### src/hdl/pei_pkg.sv
// Shared constants and types for the polynomial easing interpolator.
`default_nettype none

package pei_pkg;

    localparam int FB   = 10;
    localparam int UW   = FB + 1;
    localparam int U2W  = 2 * FB + 1;
    localparam int U3W  = 3 * FB + 1;
    localparam int U4W  = 4 * FB + 1;
    localparam int LOW  = 2 * FB + 1;
    localparam int HIW  = 2 * FB;
    localparam int U5W  = 5 * FB + 2;
    localparam int DW   = 17;
    localparam int PRW  = UW + 1 + DW;
    localparam int NST  = FB + 7;
    localparam int LAT  = FB + 8;

    localparam logic [UW-1:0] RANGE = UW'(1) << FB;

    localparam logic [3:0] OP_LINEAR      = 4'd0;
    localparam logic [3:0] OP_QUAD_IN     = 4'd1;
    localparam logic [3:0] OP_QUAD_OUT    = 4'd2;
    localparam logic [3:0] OP_QUAD_INOUT  = 4'd3;
    localparam logic [3:0] OP_CUBIC_IN    = 4'd4;
    localparam logic [3:0] OP_CUBIC_OUT   = 4'd5;
    localparam logic [3:0] OP_CUBIC_INOUT = 4'd6;
    localparam logic [3:0] OP_QUINT_IN    = 4'd7;
    localparam logic [3:0] OP_QUINT_OUT   = 4'd8;
    localparam logic [3:0] OP_QUINT_INOUT = 4'd9;

    typedef enum logic [1:0] {
        PW_2 = 2'd0,
        PW_3 = 2'd1,
        PW_5 = 2'd2
    } pwr_t;

    typedef struct packed {
        logic                valid;
        logic                lin;
        logic                outm;
        pwr_t                pw;
        logic signed [15:0]  s;
        logic signed [DW-1:0] diff;
        logic [FB-1:0]       ph;
    } ctl_t;

endpackage

`default_nettype wire

### src/hdl/polynomial_easing_interpolator.sv
// Top level: pipelined polynomial easing interpolator.
`default_nettype none

// Fully pipelined: one request per cycle, busy is always low. The result
// strobe done marks pos valid once the request has passed through every
// pipeline register in turn: one decode stage, one restoring-divider stage
// per phase bit, five stages of power products, one scaling multiply and
// the output register. The receiver cannot stall; every request gives
// exactly one result.
module polynomial_easing_interpolator
    import pei_pkg::*;
(
    input  wire logic               clk,
    input  wire logic               rst_n,
    input  wire logic               start,
    output logic                    busy,
    input  wire logic [3:0]         op,
    input  wire logic signed [15:0] start_pos,
    input  wire logic signed [15:0] end_pos,
    input  wire logic [15:0]        cur_time,
    input  wire logic [15:0]        duration,
    output logic                    done,
    output logic signed [15:0]      pos
);

    ctl_t ctl_reg [NST];
    ctl_t ctl_next [NST];
    logic [15:0] rem_reg [FB];
    logic [15:0] rem_next [FB];
    logic [15:0] den_reg [FB];

    logic [UW-1:0]  u_reg, ua_reg, ub_reg;
    logic [U2W-1:0] u2_reg, u2b_reg;
    logic [U3W-1:0] u3_reg;
    logic [U4W-1:0] u4_reg;
    logic [3*FB+1:0] lo_reg;
    logic [3*FB:0]   hi_reg;
    logic [UW-1:0]  pw_reg, x_reg, x_next, base;
    logic [U5W-1:0] u5;
    logic signed [PRW-1:0] prod_reg;
    logic signed [PRW-1:0] sh;
    logic signed [15:0] pos_reg;
    logic               done_reg;

    // decode
    logic               lin, outm, inout_m;
    pwr_t               pw;
    logic [14:0]        half;
    logic signed [15:0] mid, seg_s, seg_e;
    logic [15:0]        seg_t, seg_d;
    logic               fin;

    assign busy = 1'b0;

    always_comb
    begin
        logic [16:0] r2;
        logic        ge;
        lin = 1'b0;
        outm = 1'b0;
        inout_m = 1'b0;
        pw = PW_2;
        unique case (op)
            OP_QUAD_IN:
            begin
                pw = PW_2;
            end
            OP_QUAD_OUT:
            begin
                pw = PW_2;
                outm = 1'b1;
            end
            OP_QUAD_INOUT:
            begin
                pw = PW_2;
                inout_m = 1'b1;
            end
            OP_CUBIC_IN:
            begin
                pw = PW_3;
            end
            OP_CUBIC_OUT:
            begin
                pw = PW_3;
                outm = 1'b1;
            end
            OP_CUBIC_INOUT:
            begin
                pw = PW_3;
                inout_m = 1'b1;
            end
            OP_QUINT_IN:
            begin
                pw = PW_5;
            end
            OP_QUINT_OUT:
            begin
                pw = PW_5;
                outm = 1'b1;
            end
            OP_QUINT_INOUT:
            begin
                pw = PW_5;
                inout_m = 1'b1;
            end
            default:
            begin
                lin = 1'b1;
            end
        endcase

        half = duration[15:1];
        mid = (end_pos >>> 1) + (start_pos >>> 1);
        seg_s = start_pos;
        seg_e = end_pos;
        seg_t = cur_time;
        seg_d = duration;
        if (inout_m)
        begin
            seg_d = {1'b0, half};
            if (cur_time < {1'b0, half})
            begin
                seg_e = mid;
                outm = 1'b0;
            end
            else
            begin
                seg_s = mid;
                seg_t = cur_time - {1'b0, half};
                outm = 1'b1;
            end
        end
        fin = (seg_t >= seg_d);

        ctl_next[0].valid = start;
        ctl_next[0].lin   = lin;
        ctl_next[0].outm  = outm;
        ctl_next[0].pw    = pw;
        // finished segment: hold end position with zero span
        ctl_next[0].s     = fin ? seg_e : seg_s;
        ctl_next[0].diff  = fin ? '0 : (DW'(seg_e) - DW'(seg_s));
        ctl_next[0].ph    = '0;
        rem_next[0]       = fin ? 16'd0 : seg_t;

        // one quotient bit per stage
        for (int j = 1; j <= FB; j++)
        begin
            r2 = {rem_reg[j-1], 1'b0};
            ge = (r2 >= {1'b0, den_reg[j-1]});
            if (j < FB)
            begin
                rem_next[j] = ge ? 16'(r2 - {1'b0, den_reg[j-1]}) : r2[15:0];
            end
            ctl_next[j] = ctl_reg[j-1];
            ctl_next[j].ph = {ctl_reg[j-1].ph[FB-2:0], ge};
        end
        for (int j = FB + 1; j < NST; j++)
        begin
            ctl_next[j] = ctl_reg[j-1];
        end
    end

    always_ff @(posedge clk or negedge rst_n)
    begin
        if (!rst_n)
        begin
            for (int j = 0; j < NST; j++)
            begin
                ctl_reg[j] <= '0;
            end
            done_reg <= 1'b0;
        end
        else
        begin
            for (int j = 0; j < NST; j++)
            begin
                ctl_reg[j] <= ctl_next[j];
            end
            done_reg <= ctl_reg[NST-1].valid;
        end
    end

    always_ff @(posedge clk)
    begin
        for (int j = 0; j < FB; j++)
        begin
            rem_reg[j] <= rem_next[j];
        end
        den_reg[0] <= (seg_t >= seg_d) ? 16'd1 : seg_d;
        for (int j = 1; j < FB; j++)
        begin
            den_reg[j] <= den_reg[j-1];
        end
    end

    // power products
    always_comb
    begin
        u5 = (U5W'(hi_reg) << LOW) + U5W'(lo_reg);
        base = (ctl_reg[FB+4].pw == PW_5) ? u5[5*FB:4*FB] : pw_reg;
        if (ctl_reg[FB+4].lin)
            x_next = {1'b0, ctl_reg[FB+4].ph};
        else if (ctl_reg[FB+4].outm)
            x_next = RANGE - base;
        else
            x_next = base;
        sh = prod_reg >>> FB;
    end

    always_ff @(posedge clk)
    begin
        u_reg  <= ctl_reg[FB].outm ? (RANGE - {1'b0, ctl_reg[FB].ph})
                                   : {1'b0, ctl_reg[FB].ph};
        u2_reg <= U2W'(u_reg) * U2W'(u_reg);
        ua_reg <= u_reg;
        u2b_reg <= u2_reg;
        u3_reg <= U3W'(u2_reg) * U3W'(ua_reg);
        u4_reg <= U4W'(u2_reg) * U4W'(u2_reg);
        ub_reg <= ua_reg;
        lo_reg <= (3*FB+2)'(u4_reg[LOW-1:0]) * (3*FB+2)'(ub_reg);
        hi_reg <= (3*FB+1)'(u4_reg[U4W-1:LOW]) * (3*FB+1)'(ub_reg);
        pw_reg <= (ctl_reg[FB+3].pw == PW_2) ? u2b_reg[2*FB:FB]
                                             : u3_reg[3*FB:2*FB];
        x_reg  <= x_next;
        prod_reg <= PRW'($signed({1'b0, x_reg})) * PRW'(ctl_reg[FB+5].diff);
        pos_reg  <= sh[15:0] + ctl_reg[FB+6].s;
    end

    assign done = done_reg;
    assign pos  = pos_reg;

    a_no_busy: assert property (@(posedge clk) disable iff (!rst_n) !busy)
        else $error("busy raised");

    a_latency: assert property (@(posedge clk) disable iff (!rst_n)
        ##LAT (done == $past(start && !busy, LAT)))
        else $error("result strobe out of step with requests");

    a_zero_dur: assert property (@(posedge clk) disable iff (!rst_n)
        (start && duration == 16'd0) |-> ##LAT (pos == $past(end_pos, LAT)))
        else $error("zero duration must give end position");

endmodule

`default_nettype wire

### config.mk
export PLATFORM = sky130hd
export DESIGN_NAME = polynomial_easing_interpolator
export DESIGN_NICKNAME = d
export VERILOG_FILES = /design/src/hdl/pei_pkg.sv /design/src/hdl/polynomial_easing_interpolator.sv
export SDC_FILE = /design/constraint.sdc
export NUM_CORES = 2
export LEC_CHECK = 0
export ABC_AREA = 1
export ABC_CLOCK_PERIOD_IN_PS = 8310
export BUFFER_PORTS_ARGS = -buffer_cell sky130_fd_sc_hd__buf_4
export CORE_ASPECT_RATIO = 0.9
export CORE_MARGIN = 10
export CORE_UTILIZATION = 55
export DETAILED_ROUTE_END_ITERATION = 6
export GPL_TIMING_DRIVEN = 0
export HOLD_SLACK_MARGIN = 0.02
export PLACE_DENSITY = 0.81
export RECOVER_POWER = 100
export SYNTH_ARGS = -nofsm -noshare
export SYNTH_HDL_FRONTEND = slang
export SYNTH_SLANG_ARGS = --single-unit
### constraint.sdc
create_clock -name clk -period 8.31 [get_ports clk]
set_clock_uncertainty 0.15 [all_clocks]
set_input_delay 1.662 -clock clk [delete_from_list [all_inputs] [get_ports clk]]
set_output_delay 1.662 -clock clk [all_outputs]
set_load 0.02 [all_outputs]
# After elaboration in Yosys (flattened, before gate mapping)
# Memories as Yosys holds them, arrays and structs flattened.
# Index checks and enable logic that the tools add are counted.
# totals
regBits,990
ram_bits,320
inputBits,71
out_inout_bits,18
word_cells,208
mem_count,2
# mem_list
name,words,width,read_ports,rd_clocked_by_memory_dff,wr,line,rtl
den_reg,10,16,10,0,10,polynomial_easing_interpolator.sv:30,logic [15:0] den_reg [FB];
rem_reg,10,16,10,0,10,polynomial_easing_interpolator.sv:28,logic [15:0] rem_reg [FB];
# op_classes
addsub,16
mul,6
magnitude_cmp,12
eq_ne,10
muxes,31
n_reduce_logical,6
# ops
operator,count
$mux 16,19
$ge 17x16->1,10
$sub 16x16->16,9
$add 51x32->51,1
$mul 21x21->41,1
$mux 11,3
$mul 21x11->32,1
$mul 21x11->31,1
$mul 20x11->30,1
$mul 12x17->26,1
$mul 11x11->21,1
$mux 10,2
$mux 17,1
$sub 16x16->17,1
$add 15x15->16,1
$add 16x16->16,1
$eq 4x3->1 const B,4
$ge 16x16->1,1
$lt 16x15->1,1
$sub 16x15->16,1
$reduce_or 3->1,4
$sub 11x10->11 const A,1
$sub 11x11->11 const A,1
$reduce_or 9->1,1
7 further kinds,13

# Longest topological paths before layout
# logic_depth
word_depth,6
mapped_depth,32
ltp_nobuf,31

# Least setup slack after synthesis
# OpenSTA, ideal clock, no wires.
# synth_path
path_type,flip-flop to flip-flop
startpoint,reg u2_reg[12]
endpoint,reg u4_reg[35]
setup_ps,72
arrival_ps,6034
required_ps,8088
path_slack_ps,2054
stages_incl_launch_ff,24
n_path_buf,2
synth_period_minus_slack_ps,6256
cell_sequence,dfxtp_1 clkbuf_1 buf_1 nand2_1 fa_1 inv_1 fa_1 inv_1 fa_1 inv_1 fa_1 fa_1 fa_1 inv_1 fa_1 inv_1 ha_1 nand2_1 o21ai_0 a21oi_1 o311ai_0 nand2_1 nand2_1 xor2_1
# synth_via
elab_chain_len,1
# synth_rtl
item,line,rtl
from (decl),polynomial_easing_interpolator.sv:33,"logic [U2W-1:0] u2_reg, u2b_reg;"
from (signal assigned),polynomial_easing_interpolator.sv:214,u2_reg <= U2W'(u_reg) * U2W'(u_reg);
$mul 21x21->41,polynomial_easing_interpolator.sv:218,u4_reg <= U4W'(u2_reg) * U4W'(u2_reg);
to (signal assigned),polynomial_easing_interpolator.sv:218,
to (decl),polynomial_easing_interpolator.sv:35,logic [U4W-1:0] u4_reg;
# No other way between the ends.
# A chain may end at the register's enable or synchronous reset.

# Final worst setup path
# layout_path
startpoint,reg u2_reg[14]
endpoint,reg u4_reg[40]
# Same word-level chain as after synthesis.

==> metrics.txt <==
CTS buffer count=130; WHS Endpoint=ctl_next[338]; fin. max-slew vios=123; unrepaired setup endpoints after global routing=false; Tmin final=8.22 ns; Final Hold Fails=0; Avg WL per Cell=19.1 microns; Worst path slowest cell=clkbuf_1; largest net degree at the start of global routing=126; Peak Freq=122 MHz; Reg2Reg Launch Point=u2_reg[14]; yosys warns=0; biggest area consumer among synthesized cells=fa_1; Slew @ Worst Pin=6.39 ns; slowest stage delay, CP=0.66 ns; Final GP Congestion=0.975; HPWL after DPL=170 mm; area share of the largest cell type after synthesis=23.7%; deepest clock path buffer count=3; nets=11100; vias in the first global route=66400; fin crit share=98.9%; grt ovf=0; R2R depth=23; number of synthesized flops with an enable pin=0; Max Cap Viol=1; worst hold path depth=0; Crit. End Element=flip-flop; Most used DFF post-synth=dfrtp_1; CTS sink cnt=1245; # hold bufs at CTS=0; crit-path max FO=10; Die ar.=171000 sq um; worst reg2reg path endpoint=u4_reg[40]; H-tree Lvls=4; final WL=220 mm; # IOs=89; critical path's top delay family=adder cells; Reg2Reg Setup Slack=0.09 ns; share of cells above drive strength 1=4.10%; Critical Path RT=8.75 ns; initial antenna violation count=14; synth top area cells=fa_1 24%, dfrtp_1 21%, dfxtp_1 12%; clock latency on the worst-skew pair=0.78 ns; clock slew at reported path FFs=0.06 ns; class of the worst hold path=reg2reg; Max-slew headroom=-326%; Setup-failing EPs final=0; via count=61900; top post-synthesis cells by count=1985 x inv_1, 1971 x nand2_1, 1010 x fa_1, 725 x ha_1, 717 x dfrtp_1; Mapped Cells=9089; CP most frequent cell=fa_1; register bit total from synthesis=1245; Mean Syn Cell Area=9.38 sq um; Rows=136; worst path bufs/invs=6; Hold Slack=0.180 ns; sequential area share after synthesis=33.5%; CTS tree=built; first-pass GRT wire length=353 mm; CP Class=reg2reg; Tot GR Track Use=25.8%; IO buf count=87; DR vias/cell=5.38; Pre-antenna DRT Iters=6; Total Neg Setup Slack=0 ns; Die Wd=435 microns; status=finished, violations left; Area growth syn-to-layout=8.83%; Worst Min Path Start=ctl_next[385]; Distinct cells, synth=71; Critical Path AT=8.66 ns; core area=153000 sq um; Mapped Area=85200 sq um; Clock Tree Root=clkbuf_16; CP Depth=23; Critical Path Source Type=flip-flop; ys async rst share=57.6%; Starting Density=55.6%; Routed Antenna Nets=0; violated checks=capacitance limit, slew limit; DRC=0; die height=393 microns; max reg flops=699; fill count=12300; crit-path cells=clkbuf_1, clkbuf_1, nand2_1, fa_1, inv_1, fa_1, inv_1, fa_1, inv_1, fa_1, fa_1, fa_1, ha_1, ha_1, a21oi_1, inv_1, a31oi_1, o21ai_0, a21oi_1, nand3_1, nand2_1, nand2_1, xor2_1; 1st-iter DRT viols=5470; top-count cell post-synth=inv_1
-- stage by stage --
step	cells	area [sq um]	util [%]	setup slack (ns)
6_report	11500	92800	60.5	0.0948
5_1_grt	11500	92700	60.5	0.00438
4_1_cts	11500	93200	60.8	0.325
3_5_place_dp	11300	88700	57.9	0.366
3_3_place_gp	11300	88600	57.8	-1.92
2_1_floorplan	9112	85300	-	2.05
-- worst max path at each step --
stage	start	end	slack (ns)
floorplan	u2_reg[12]	u4_reg[35]	2.05
global placement	rst_n	ctl_next[56]	-1.92
detailed placement	u2_reg[14]	u4_reg[40]	0.37
CTS	u2_reg[15]	u4_reg[40]	0.33
global route	u2_reg[14]	u4_reg[40]	0.004
finish	u2_reg[14]	u4_reg[40]	0.09
-- kinds of logic (layout without fill, tap and decap cells) --
group | Yosys count | after routing | synth area share, %
xor gates and xnor gates | 338 | 338 | 3.47
AOI/OAI and AO/OA | 942 | 942 | 6.39
buffers and inverters | 2265 | 2587 | 10.2
DFF | 1245 | 1245 | 33.5
adders and majority gates | 1735 | 1735 | 34.4
and+or+nand+nor | 2549 | 2549 | 11.9
other | 2 | 33 | 0.00881
muxes | 13 | 13 | 0.169
-- cell usage in the layout, fill, tap and decap left out, types with 8 or more instances in the layout --
cell type     n
or2_2        15
nand3b_1      8
a21oi_1     386
a211oi_1     11
xor2_1      200
nand3_1     136
nand4_1      40
o21bai_1     15
nor3_1       48
clkbuf_1    279
xnor2_1     138
a21boi_0     14
fa_1       1010
buf_1         8
conb_1       25
bufinv_16     8
clkbuf_16   131
mux2_1       10
o21ai_0     323
o21ai_2      41
a31oi_1      25
o211ai_1     12
nand2_1    1981
ha_1        725
inv_1      1992
dfrtp_1     717
nor2_1      282
diode_2       8
clkinv_2     13
a21o_1       35
dfxtp_1     528
o21a_1       10
buf_4        70
o21ai_1      28
o2111ai_1    13
clkbuf_8     23
-- timing repair --
action,CTS,global route
endpoints found under the hold margin,0,0
setup endpoints to repair,0,2
resized for setup,0,4
buffers inserted,0,0
-- layer usage --
metal  track usage (%)  vias up  part of all wire, %
li1                  -    27800                    -
met2              41.7     2895                   47
met1              32.2    30400                   39
met5                 0        -                0.037
met4              13.0       12                  5.6
met3              6.31      826                  9.0
-- final cells by class --
class	count	area (sq um)	area share, %
inverters	2002	7520	8.10
diodes	8	20.0	0.0216
flip-flops and latches	1245	28500	30.7
well taps	2070	2590	2.79
plain buffers	263	1060	1.14
clock buffers	176	3680	3.96
multi-input cells	5602	47900	51.6
clock inverters	54	795	0.857
repair buffers	92	683	0.737
Power is not shown: default switching activity piles up to over one toggle a cycle in this logic, so the estimate is an artifact.
